**src/dtt_pkg.sv**
```systemverilog
// ----------------------------------------------------------------------------
// dtt_pkg: shared types and constants of the deadline timer table
// Request and response payloads, command and status codes, and the control
// structs that join the controller and the datapath.
// ----------------------------------------------------------------------------
package dtt_pkg;

    localparam int ENTRIES_DEF   = 64;
    localparam int ITEM_BITS     = 16;
    localparam int TIME_BITS     = 48;
    localparam int ORDER_BITS    = 32;
    localparam int COUNT_BITS    = 7;
    localparam int CFG_BITS      = 32;
    localparam int CFG_ADDR_BITS = 3;

    localparam logic [CFG_BITS-1:0] IDLE_WAIT_RST = 32'd1000;
    // register index, taken from paddr[2]
    localparam logic REG_IDLE_WAIT = 1'b0;

    typedef enum logic [1:0] {
        CMD_ADD    = 2'd0,
        CMD_POP    = 2'd1,
        CMD_REMOVE = 2'd2,
        CMD_QUERY  = 2'd3
    } command_e;

    typedef enum logic [1:0] {
        ST_DONE = 2'd0,
        ST_FULL = 2'd1,
        ST_NONE = 2'd2
    } status_e;

    typedef struct packed {
        logic [1:0]           command;
        logic [ITEM_BITS-1:0] item_id;
        logic [TIME_BITS-1:0] stamp;
    } in_req_t;

    typedef struct packed {
        logic [1:0]            status;
        logic [ITEM_BITS-1:0]  due_item;
        logic [TIME_BITS-1:0]  wait_ms;
        logic [COUNT_BITS-1:0] removed_count;
    } out_rsp_t;

    typedef struct packed {
        logic [ITEM_BITS-1:0]  item;
        logic [TIME_BITS-1:0]  deadline;
        logic [ORDER_BITS-1:0] order;
    } slot_t;

    typedef struct packed {
        logic load;    // capture a new request, clear scan results
        logic issue;   // read the slot at the scan index and advance
        logic commit;  // apply the request and load the response
    } ctl_cmd_t;

    typedef struct packed {
        logic last_issue;  // scan index points at the last slot
    } dp_status_t;

endpackage

```
**src/dtt_ctrl.sv**
```systemverilog
// ----------------------------------------------------------------------------
// dtt_ctrl: request sequencer of the deadline timer table
// Steps each request through a scan of all slots and a commit, and owns the
// response valid flag.
// ----------------------------------------------------------------------------
module dtt_ctrl
    import dtt_pkg::*;
(
    input  logic       clk,
    input  logic       rst_n,
    input  logic       in_valid,
    output logic       in_ready,
    output logic       out_valid,
    input  logic       out_ready,
    input  dp_status_t sts,
    output ctl_cmd_t   cmd
);

    typedef enum logic [3:0] {
        S_IDLE   = 4'b0001,
        S_SCAN   = 4'b0010,
        S_DRAIN  = 4'b0100,
        S_FINISH = 4'b1000
    } state_t;

    state_t state_reg, state_next;
    logic   out_valid_reg, out_valid_next;
    logic   out_free;

    assign in_ready  = (state_reg == S_IDLE);
    assign out_valid = out_valid_reg;
    assign out_free  = !out_valid_reg || out_ready;

    always_comb
    begin
        cmd.load   = in_valid && in_ready;
        cmd.issue  = (state_reg == S_SCAN);
        cmd.commit = (state_reg == S_FINISH) && out_free;
    end

    always_comb
    begin
        state_next = state_reg;
        case (state_reg)
            S_IDLE:
            begin
                if (in_valid)
                    state_next = S_SCAN;
            end
            S_SCAN:
            begin
                if (sts.last_issue)
                    state_next = S_DRAIN;
            end
            S_DRAIN:
                state_next = S_FINISH;
            S_FINISH:
            begin
                if (out_free)
                    state_next = S_IDLE;
            end
            default:
                state_next = S_IDLE;
        endcase
    end

    always_comb
    begin
        out_valid_next = out_valid_reg;
        if (cmd.commit)
            out_valid_next = 1'b1;
        else if (out_ready)
            out_valid_next = 1'b0;
    end

    always_ff @(posedge clk or negedge rst_n)
    begin
        if (!rst_n)
        begin
            state_reg     <= S_IDLE;
            out_valid_reg <= 1'b0;
        end
        else
        begin
            state_reg     <= state_next;
            out_valid_reg <= out_valid_next;
        end
    end

    a_accept_starts_scan: assert property (@(posedge clk) disable iff (!rst_n)
        cmd.load |=> state_reg == S_SCAN)
        else $error("accepted request did not start a scan");

    a_last_issue_drains: assert property (@(posedge clk) disable iff (!rst_n)
        (state_reg == S_SCAN) && sts.last_issue |=> state_reg == S_DRAIN)
        else $error("scan did not end after the last slot");

    a_commit_shows_result: assert property (@(posedge clk) disable iff (!rst_n)
        cmd.commit |=> out_valid_reg && (state_reg == S_IDLE))
        else $error("commit did not present a response");

endmodule

```
**config.mk**
```make
export PLATFORM = sky130hd
export DESIGN_NAME = dtt_ctrl
export DESIGN_NICKNAME = d
export VERILOG_FILES = /design/src/dtt_pkg.sv /design/src/dtt_ctrl.sv
export SDC_FILE = /design/constraint.sdc
export NUM_CORES = 1
export LEC_CHECK = 0
export BUFFER_PORTS_ARGS = -buffer_cell sky130_fd_sc_hd__buf_2
export CORE_AREA = 5 5 42 44
export CTS_BUF_LIST = sky130_fd_sc_hd__clkbuf_8
export CTS_CLUSTER_SIZE = 40
export DETAILED_ROUTE_END_ITERATION = 7
export DIE_AREA = 0 0 47 49
export HOLD_SLACK_MARGIN = 0.1
export PLACE_DENSITY = 0.44
export SETUP_SLACK_MARGIN = 0.05
export SLEW_MARGIN = 20
export SYNTH_ARGS = -nofsm -noshare
export SYNTH_HDL_FRONTEND = slang
export SYNTH_SLANG_ARGS = --single-unit
```
**constraint.sdc**
```tcl
create_clock -name clk -period 1.6 [get_ports clk]
set_clock_uncertainty 0.1 [all_clocks]
set_input_delay 0.24 -clock clk [delete_from_list [all_inputs] [get_ports clk]]
set_output_delay 0.24 -clock clk [all_outputs]
set_load 0.05 [all_outputs]
```
==> After elaboration in Yosys (flattened, before gate mapping) <==
Cells that the tools add are included.
W data, S select, Z words.
{ "word_totals": {"register_bits": 5, "input_bits": 5, "output_inout_bits": 5, "wordCells": 21} }
{ "op_classes": {"n_eq_ne": 7, "n_mux": 6, "n_reduce_logical": 6} }
{ "ops": {"columns": ["operator", "count"], "rows": [
  ["$pmux W4 S4", 1],
  ["$mux W4", 3],
  ["$ne A2 B2 Y1 const B", 3],
  ["$eq A4 B1 Y1 const B", 1],
  ["$eq A4 B2 Y1 const B", 1],
  ["$eq A4 B3 Y1 const B", 1],
  ["$eq A4 B4 Y1 const B", 1],
  ["$reduce_and A3 Y1", 1],
  ["$logic_and A1 B1 Y1", 2],
  ["$mux W1", 2],
  ["$reduce_bool A2 Y1", 1],
  ["$logic_not A1 Y1", 1],
  ["$logic_or A1 B1 Y1", 1]
]} }

==> Depth between registers and ports, before layout <==
Gate-level depths: netlist of run 1.
{ "depth": {"depth_word": 4, "ltp_mapped": 3, "ltp_nobuf": 3} }

==> Worst setup path after synthesis of run 1 <==
OpenSTA, ideal clock, no wires.
{ "synth_path": {"path_kind": "register -> output", "from": "register state_reg[0]", "to": "output cmd[2] (netlist bit)", "t_arrival_ns": 2.829, "required_ns": 1.260, "setup_slack_ns": -1.569, "stages_incl_launch_ff": 3, "n_path_buf": 0, "path_cell_list": "dfstp_2 > nor4b_1 > and2_1"} }
{ "synth_rtl": {"columns": ["element", "line", "rtl"], "rows": [
  ["start, declared", "dtt_ctrl.sv:26", "state_t state_reg, state_next;"],
  ["start signal, assigned", "dtt_ctrl.sv:85", "state_reg <= state_next;"],
  ["end, declared", "dtt_ctrl.sv:16", "output ctl_cmd_t cmd"]
]} }

==> impl_metrics.yaml, run 1 <==
cells_and_area:
  total_nets_final: 52
  largest_register_ffs: 4
  non_filler_cells_final: 62
  final_area_sq_um: 538
  syn2layout_area_growth_pct: 95.5
  fraction_of_layout_instances_using_a_drive_strength_above_1_pct: 65.2
  sequential_cell_area_sq_um: 128
  multi_input_comb_area_sq_um: 166
  postLayoutCoreUtil_pct: 38.4
  layout.filler_cells: 153
  insertedDiodeCount: 0
synth:
  synth-seq-area-share_pct: 45.9
  synth_nets: 30
  synth.ff_latch_count: 5
  syn-cell-area_sq_um: 275
  postSynthCellCount: 25
  synth_cell_types: 19
  synthesis.area_per_instance_sq_um: 11.0
  yosys_warnings: 0
sta:
  fin_worst_hold_slack_ns: 0.144
  maxSlewHeadroom_pct: 84.7
  final_min_period_over_clock_period_pct: 115
  max_freq_ghz: 0.544
  period_minus_slack_ns: 1.84
  report.final.setup_viol: 4
  setup_repair_after_global_routing_missed_its_margin: "true"
  final-max-slew-violation-count: 0
  finalSetupTns_ns: -0.610
  final-hold-violation-count: 0
  worst_slack_ns: -0.237
  tightest_slew_ns: 0.228
setup_path:
  timing.critical_path.to_type: "primary output"
  setup.worst_path.class: "flop to primary output"
  cp_max_fo: 2
  start_kind: "flop"
  timing.rr.start: "state_reg[0]"
  data_arrival_time_of_the_worst_path_ns: 1.50
  ff2ff_setup_slack_ns: 0.17
  required_ns: 1.26
  rr_worst_depth: 6
  crit-reg2reg-capture: "state_reg[1]"
  crit_path_start: "state_reg[2]"
clock_tree:
  cts_num_sinks: 5
  clock_latency_reported_for_the_late_side_of_the_worst_skew_pair_ns: 0.22
  cts-htree-levels: 1
  clock_tree.buffer_depth: 2
  tritoncts: "done"
  clock_transition_time_at_the_flip_flop_clock_pins_of_the_worst_setup_and_hold_paths_ns: 0.03
  clock-root-buffer: "clkbuf_8"
  cts_made_buffers: 3
die:
  die_x_microns: 47
  die_footprint_sq_mm: 0.00230
  initial_util_pct: 19.6
  standard_cell_row_count: 14
  core_region_area_sq_mm: 0.00140
  top_level_ports: 10
  chipHeight_microns: 49
place:
  post-place-cells: 54
  place_ws_ns: -0.0991
  port-buffer-count: 9
  dpl_cell_area_sq_um: 389
  gp_congestion: 0.691
power:
  combPwrFrac_pct: 59.6
  power.leakage_nw: 0.269
  internal_power_mw: 0.659
  power.clock.fraction_pct: 22.0
  cellPowerDensity_mw_per_mm2: 1890
  power_switching_share_pct: 35.2
  power_frac_seq_pct: 18.4
  power.total_mw: 1.02
  total_switching_power_mw: 0.359
  worst_ir_drop_vdd_v: 0.000935
global_routing:
  number_of_global_route_vias_before_repair: 295
  global_route_wire_length_before_repair_mm: 1.26
  maximum_number_of_pins_on_one_net_before_global_route_repair: 7
  overall_fraction_of_global_route_tracks_in_use_pct: 8.07
  antenna_found_initial: 0
  global_route.overflow_total: 0
detailed_routing:
  wire_per_inst_microns: 11.8
  dr_total_vias: 278
  firstDrtPassIters: 2
  route.final.wire_length_microns: 731
  post_drt_via_cell_ratio: 4.48
  dr.first_iter.drc_count: 3
  drt_drc_violations_left: 0
  route.antenna.remaining_nets: 0
worst_hold_path:
  hold_path_depth: 2
  hp-start: "sts"
  worst_hold_path.endpoint: "state_reg[2]"
  hold_class: "primary input to flop"
status:
  failed_checks: "negative setup slack"
  result_of_the_run: "finished with violations"
run:
  maxCapViolCount: 0
-- worst max path at each step --
stage | endpoint | slack, ns | cells past startpoint
after floorplan | cmd[2] | -0.27 | 2
after global routing | cmd[0] | -0.27 | 3
after detailed placement | cmd[0] | -0.1 | 3
after global placement | cmd[0] | -0.08 | 3
final | cmd[0] | -0.24 | 3
after CTS | cmd[0] | -0.25 | 3
-- repair_timing --
action | in CTS | in global routing
setup buffers | 1 | 2
hold buffers | 1 | 0
hold endpoints to repair | 5 | 0
gates resized for setup | 15 | 1
pin swaps | 1 | 1
endpoints found under the setup margin | 4 | 4
-- synth_stat cells --
library cell | n | area share [%]
a21o_1 | 1 | 2.7
o22a_1 | 1 | 3.2
nor4b_1 | 1 | 3.2
buf_4 | 2 | 5.5
or2b_2 | 1 | 3.2
or4b_4 | 1 | 5.0
dfstp_2 | 1 | 9.5
nor3_1 | 1 | 1.8
nor2b_1 | 1 | 2.3
and2_1 | 2 | 4.5
nand2_1 | 1 | 1.4
mux2i_1 | 1 | 3.6
and3b_1 | 1 | 3.2
o31ai_1 | 1 | 2.7
nor3b_1 | 2 | 5.5
and2b_2 | 1 | 3.2
o21ai_0 | 1 | 1.8
inv_1 | 1 | 1.4
dfrtp_1 | 4 | 36
-- cell type report --
class                      instances  area share (%)
timing repair buffer              19            32.6
multi-input combinational         17            30.9
sequential                         5            23.7
clock buffer                       3            7.67
tap                               16            3.72
clock inverter                     1           0.698
inverter                           1           0.698
-- logic make-up after synthesis --
group	after synthesis	synth area share, %
AOI/OAI and AO/OA	4	10.5
buffers and inverters	3	6.82
muxes	1	3.64
and+or+nand+nor	12	33.2
DFF	5	45.9
-- worst max-delay path, cell delays in order (launching register included) --
cell	delay, ns
dfrtp_2	0.39
or4b_4	0.51
and2b_2	0.23
buf_6	0.15
-- power by group through the flow --
stage / combinational [mW] / clock [mW] / sequential [mW]
5_1_grt: 0.639 / 0.238 / 0.193
4_1_cts: 0.554 / 0.230 / 0.188
2_1_floorplan: 0.259 / 0 / 0.210
3_5_place_dp: 0.397 / 0 / 0.184
6_report: 0.607 / 0.224 / 0.187
3_3_place_gp: 0.392 / 0 / 0.183
-- metal layers --
| metal | share of wire, % | GRT usage (%) | vias to the layer above | wire, microns |
|---|---|---|---|---|
| met4 | 1.1 | 5.53 | 0 | 8 |
| met1 | 31 | 6.92 | 141 | 227 |
| met2 | 60 | 13.8 | 7 | 436 |
| li1 | - | - | 128 | - |
| met3 | 8.1 | 3.69 | 2 | 59 |
| met5 | 0 | 0 | - | 0 |
-- layout by cell type (no fill, tap or decap), types with 2 or more instances in the layout --
cell	instances
dfrtp_1	3
buf_2	5
buf_4	6
buf_8	2
inv_1	2
clkbuf_8	3
buf_6	4
No activity file was read; power rests on OpenSTA's default activity.
==> run 2: changes to the inputs <==
--- a/config.mk
+++ b/config.mk
@@ -12,7 +12,7 @@
 export DETAILED_ROUTE_END_ITERATION = 7
 export DIE_AREA = 0 0 47 49
 export HOLD_SLACK_MARGIN = 0.1
-export PLACE_DENSITY = 0.44
+export PLACE_DENSITY = 0.43
 export SETUP_SLACK_MARGIN = 0.05
 export SLEW_MARGIN = 20
 export SYNTH_ARGS = -nofsm -noshare
==> constraint.sdc (replaced) <==
create_clock -name clk -period 1.7 [get_ports clk]
set_clock_uncertainty 0.1 [all_clocks]
set_input_delay 0.255 -clock clk [delete_from_list [all_inputs] [get_ports clk]]
set_output_delay 0.255 -clock clk [all_outputs]
set_load 0.05 [all_outputs]
==> run 2 against run 1 <==
  * The flow still finishes with violations (negative setup slack)
  * Via count fell by 5.8%
  * Total power fell by 8.8%
  * Critical path depth did not move
  * Flip-flop and latch count did not move
  * Hold slack improved by 0.023 ns
  * Die area did not move
  * Global-route usage fell by 1.8 points
  * Largest cell class unchanged
==> impl_metrics.yaml, run 2 (synthesis results as in run 1) <==
die:
  core_region_area_sq_mm: 0.00140
  top_level_ports: 10
  chipHeight_microns: 49
  die_footprint_sq_mm: 0.00230
  die_x_microns: 47
  initial_util_pct: 19.6
  standard_cell_row_count: 14
global_routing:
  grt.met2_usage_pct: 9.28
  maximum_number_of_pins_on_one_net_before_global_route_repair: 7
  global_route.overflow_total: 0
  grt_util_met1_pct: 6.03
  number_of_global_route_vias_before_repair: 270
  overall_fraction_of_global_route_tracks_in_use_pct: 6.30
  global_route_wire_length_before_repair_mm: 1.01
  antenna_found_initial: 0
  global_route.peak_usage_layer: "met2"
  met3_track_demand_over_resource_pct: 4.43
cells_and_area:
  final_area_sq_um: 537
  total_nets_final: 53
  mostFrequentLayoutCells: "buf_4 (7), buf_2 (5), buf_6 (5), clkbuf_8 (3), dfrtp_1 (3)"
  syn2layout_area_growth_pct: 95.0
  largest_register_ffs: 4
  insertedDiodeCount: 0
  mostFrequentLayoutCell: "buf_4"
  fraction_of_layout_instances_using_a_drive_strength_above_1_pct: 66.0
place:
  dpl_cell_area_sq_um: 389
  gp_congestion: 0.678
  place_ws_ns: -0.00688
  port-buffer-count: 9
  hpwlAfterDp_microns: 472
sta:
  fin_worst_hold_slack_ns: 0.167
  final-max-slew-violation-count: 0
  maxSlewHeadroom_pct: 83.6
  report.final.setup_viol: 2
  period_minus_slack_ns: 1.84
  tightest_slew_ns: 0.248
  max_freq_ghz: 0.543
  worst_slack_ns: -0.143
  final_min_period_over_clock_period_pct: 108
  final-hold-violation-count: 0
  setup_repair_after_global_routing_missed_its_margin: "true"
setup_path:
  timing.critical_path.to_type: "primary output"
  cp_max_fo: 2
  crit_path_top_delay_cell: "or4b_4"
  worstPathCellList: "or4b_4 > and2b_2 > buf_6"
  setup.worst_path.class: "flop to primary output"
  rr_worst_depth: 6
  critPathMaxStageDelay_ns: 0.51
  start_kind: "flop"
  data_arrival_time_of_the_worst_path_ns: 1.49
  required_ns: 1.34
power:
  combPwrFrac_pct: 58.9
  power_switching_share_pct: 34.7
  total_switching_power_mw: 0.322
  cellPowerDensity_mw_per_mm2: 1730
  power_frac_seq_pct: 18.8
  worst_ir_drop_vdd_v: 0.000568
  power.clock.fraction_pct: 22.3
  internal_power_mw: 0.606
  power.leakage_nw: 0.271
detailed_routing:
  route.final.wire_length_microns: 602
  post_drt_via_cell_ratio: 4.16
  firstDrtPassIters: 1
  drt_drc_violations_left: 0
  dr_total_vias: 262
  dr.first_iter.drc_count: 0
  wire_per_inst_microns: 9.56
  route.antenna.remaining_nets: 0
status:
  failed_checks: "negative setup slack"
  result_of_the_run: "finished with violations"
run:
  maxCapViolCount: 0
clock_tree:
  clock_transition_time_at_the_flip_flop_clock_pins_of_the_worst_setup_and_hold_paths_ns: 0.03
  cts_made_buffers: 3
  clock_latency_reported_for_the_late_side_of_the_worst_skew_pair_ns: 0.22
  clock_tree.buffer_depth: 2
  cts_num_sinks: 5
  clock-root-buffer: "clkbuf_8"
  cts-htree-levels: 1
  tritoncts: "done"
worst_hold_path:
  hold_class: "primary input to flop"
  hold_path_depth: 2
-- run 2: cell count changes in the layout (fill, tap and decap cells not counted), sizes merged --
| cell | before | now |
|---|---|---|
| buf | 18 | 19 |
-- run 2: critical path: cells and delay by family (launching register included) --
family        cells  cell delay, ns
buf+inv           1            0.15
flops             1            0.39
simple gates      2            0.74
-- run 2: cell type report --
class                           instances  area, sq um
Tap cell                               16         20.0
Timing Repair Buffer                   20          174
Sequential cell                         5          128
Multi-Input combinational cell         17          166
Inverter                                1         3.75
Clock buffer                            3         41.3
Clock inverter                          1         3.75
Fill cell                             144          865
-- run 2: per-layer routing --
layer  vias up  share of wire [%]
met5         -                  0
met4         0                1.7
met3         2                 10
met2         7                 50
met1       122                 38
li1        131                  -
-- run 2: path summary, 6_finish.rpt --
kind                         startpoint            to  slack, ns
max                        state_reg[2]        cmd[0]      -0.14
min                                 sts  state_reg[2]       0.17
max reg2reg                state_reg[0]  state_reg[1]       0.28
min reg2reg                state_reg[1]  state_reg[3]       0.47
max in group asynchronous         rst_n  state_reg[0]       1.01
min in group asynchronous         rst_n     out_valid       0.28
-- run 2: power groups by stage --
stage	clock, mW	sequential, mW	combinational, mW
floorplan	0	0.197	0.243
global placement	0	0.173	0.359
detailed placement	0	0.172	0.361
CTS	0.213	0.173	0.454
global route	0.223	0.178	0.577
finish	0.207	0.174	0.547
-- run 2: stage by stage --
step / TNS [ns] / total power [mW] / instances / util [%]
2_1_floorplan: -0.270 / 0.441 / 25 / -
3_5_place_dp: -0.00688 / 0.533 / 54 / 27.8
6_report: -0.175 / 0.929 / 63 / 38.3
4_1_cts: -0.233 / 0.840 / 60 / 35.5
3_3_place_gp: 0 / 0.532 / 54 / 27.8
5_1_grt: -0.355 / 0.979 / 63 / 38.3
-- run 2: repair_timing --
action	4_1_cts	5_1_grt
resized for setup	13	4
endpoints found under the setup margin	4	4
setup buffers	1	3
gates cloned	0	0
hold buffers	1	0
pin swaps	1	2
hold endpoints to repair	5	0
==> run 3: changes to the inputs <==
--- a/config.mk
+++ b/config.mk
@@ -13,6 +13,7 @@
 export DIE_AREA = 0 0 47 49
 export HOLD_SLACK_MARGIN = 0.1
 export PLACE_DENSITY = 0.43
+export RECOVER_POWER = 25
 export SETUP_SLACK_MARGIN = 0.05
 export SLEW_MARGIN = 20
 export SYNTH_ARGS = -nofsm -noshare
==> run 3 against run 2 <==
  * Total power about the same
  * Register-to-register slack barely moved
  * Final cell count did not move
  * Critical path type unchanged
  * First-iteration DRC count is the same
  * Global-route usage unchanged
  * Combinational power is essentially flat
  * The flow still finishes with violations (negative setup slack)
  * Non-clock buffer count is the same
  * Die area unchanged
==> impl_metrics.yaml, run 3 (synthesis results as in run 1) <==
setup_path:
  timing.critical_path.max_delay_family: "simple AND/OR/NAND/NOR gates"
  required_ns: 1.34
  setup.worst_path.class: "flop to primary output"
  critPathMaxStageDelay_ns: 0.51
  timing.critical_path.to_type: "primary output"
  rr_worst_depth: 6
  crit_path_top_delay_cell: "or4b_4"
  path_buf_inv: 1
  cp_num_cells: 3
  worstPathCellList: "or4b_4 > and2b_2 > buf_6"
  data_arrival_time_of_the_worst_path_ns: 1.49
  cp_max_fo: 2
  start_kind: "flop"
clock_tree:
  cts_num_sinks: 5
  tritoncts: "done"
  clock_tree.buffer_depth: 2
  clock-root-buffer: "clkbuf_8"
  cts-htree-levels: 1
  cts_made_buffers: 3
  clock_latency_reported_for_the_late_side_of_the_worst_skew_pair_ns: 0.22
  clock_transition_time_at_the_flip_flop_clock_pins_of_the_worst_setup_and_hold_paths_ns: 0.03
sta:
  maxSlewHeadroom_pct: 82.9
  worst_slack_ns: -0.143
  setup_repair_after_global_routing_missed_its_margin: "true"
  report.final.setup_viol: 2
  final_min_period_over_clock_period_pct: 108
  max_freq_ghz: 0.543
  finalSetupTns_ns: -0.175
  tightest_slew_ns: 0.257
  final-hold-violation-count: 0
  fin_worst_hold_slack_ns: 0.167
  final-max-slew-violation-count: 0
  period_minus_slack_ns: 1.84
detailed_routing:
  dr_total_vias: 262
  route.antenna.remaining_nets: 0
  route.final.wire_length_microns: 602
  wire_per_inst_microns: 9.56
  drt_drc_violations_left: 0
  firstDrtPassIters: 1
  post_drt_via_cell_ratio: 4.16
  dr.first_iter.drc_count: 0
power:
  power.leakage_nw: 0.268
  worst_ir_drop_vdd_v: 0.000568
  cellPowerDensity_mw_per_mm2: 1730
cells_and_area:
  insertedDiodeCount: 0
  mostFrequentLayoutCell: "buf_4"
  postLayoutCoreUtil_pct: 38.2
  non_filler_cells_final: 63
  largest_register_ffs: 4
  sequential_cell_area_sq_um: 128
  mostFrequentLayoutCells: "buf_4 (7), buf_6 (5), buf_2 (4), clkbuf_8 (3), dfrtp_1 (3)"
  multi_input_comb_area_sq_um: 166
  total_nets_final: 53
  syn2layout_area_growth_pct: 94.5
  fraction_of_layout_instances_using_a_drive_strength_above_1_pct: 63.8
  layout.filler_cells: 142
global_routing:
  maximum_number_of_pins_on_one_net_before_global_route_repair: 7
  antenna_found_initial: 0
  overall_fraction_of_global_route_tracks_in_use_pct: 6.30
  global_route_wire_length_before_repair_mm: 1.01
  number_of_global_route_vias_before_repair: 270
  global_route.overflow_total: 0
die:
  initial_util_pct: 19.6
  chipHeight_microns: 49
  core_region_area_sq_mm: 0.00140
  standard_cell_row_count: 14
  die_x_microns: 47
  top_level_ports: 10
  die_footprint_sq_mm: 0.00230
place:
  place_ws_ns: -0.00688
  hpwlAfterDp_microns: 472
  port-buffer-count: 9
  gp_congestion: 0.678
  post-place-cells: 54
worst_hold_path:
  hold_path_depth: 2
  hold_class: "primary input to flop"
status:
  failed_checks: "negative setup slack"
  result_of_the_run: "finished with violations"
run:
  maxCapViolCount: 0
[run 3: cell types whose count changed in the layout (fill, tap and decap cells not counted), sizes merged]
cell | before | now
clkbuf | 3 | 4
buf | 19 | 18
[run 3: stage by stage]
stage | area [sq um] | power, mW
final | 536 | 0.928
after global routing | 536 | 0.979
after CTS | 498 | 0.840
after detailed placement | 389 | 0.533
after global placement | 389 | 0.532
after floorplan | 302 | 0.441
[run 3: worst paths after layout]
check	startpoint	end	slack (ns)
worst max-delay path	state_reg[2]	cmd[0]	-0.14
worst min-delay path	sts	state_reg[2]	0.17
worst max register to register	state_reg[0]	state_reg[1]	0.28
worst min register to register	state_reg[1]	state_reg[3]	0.47
max in group asynchronous	rst_n	state_reg[0]	0.92
min in group asynchronous	rst_n	out_valid	0.32
[run 3: where the power goes]
group	internal, mW	leakage (nW)	switching [mW]
sequential	0.156	0.0634	0.0182
clock	0.154	0.0269	0.0527
combinational	0.296	0.178	0.252
total	0.606	0.268	0.322
[run 3: what timing repair did]
action                                  in CTS  in global routing
setup buffers                                1                  3
endpoints found under the hold margin        5                  0
endpoints found under the setup margin       4                  4
gates resized for setup                     13                  4
pin swaps                                    1                  2
hold buffers                                 1                  0
[run 3: area by class of cell]
class                      instances  area share, %
timing repair buffer              20           32.2
multi-input combinational         17           31.1
sequential                         5           23.8
clock buffer                       3           7.71
tap                               16           3.74
clock inverter                     1          0.701
inverter                           1          0.701
[run 3: per-layer routing]
layer	wire length, microns	vias up	track usage (%)
met5	0	-	0
met1	228	122	6.03
met4	10	0	4.15
met2	300	7	9.28
met3	63	2	4.43
li1	-	131	-
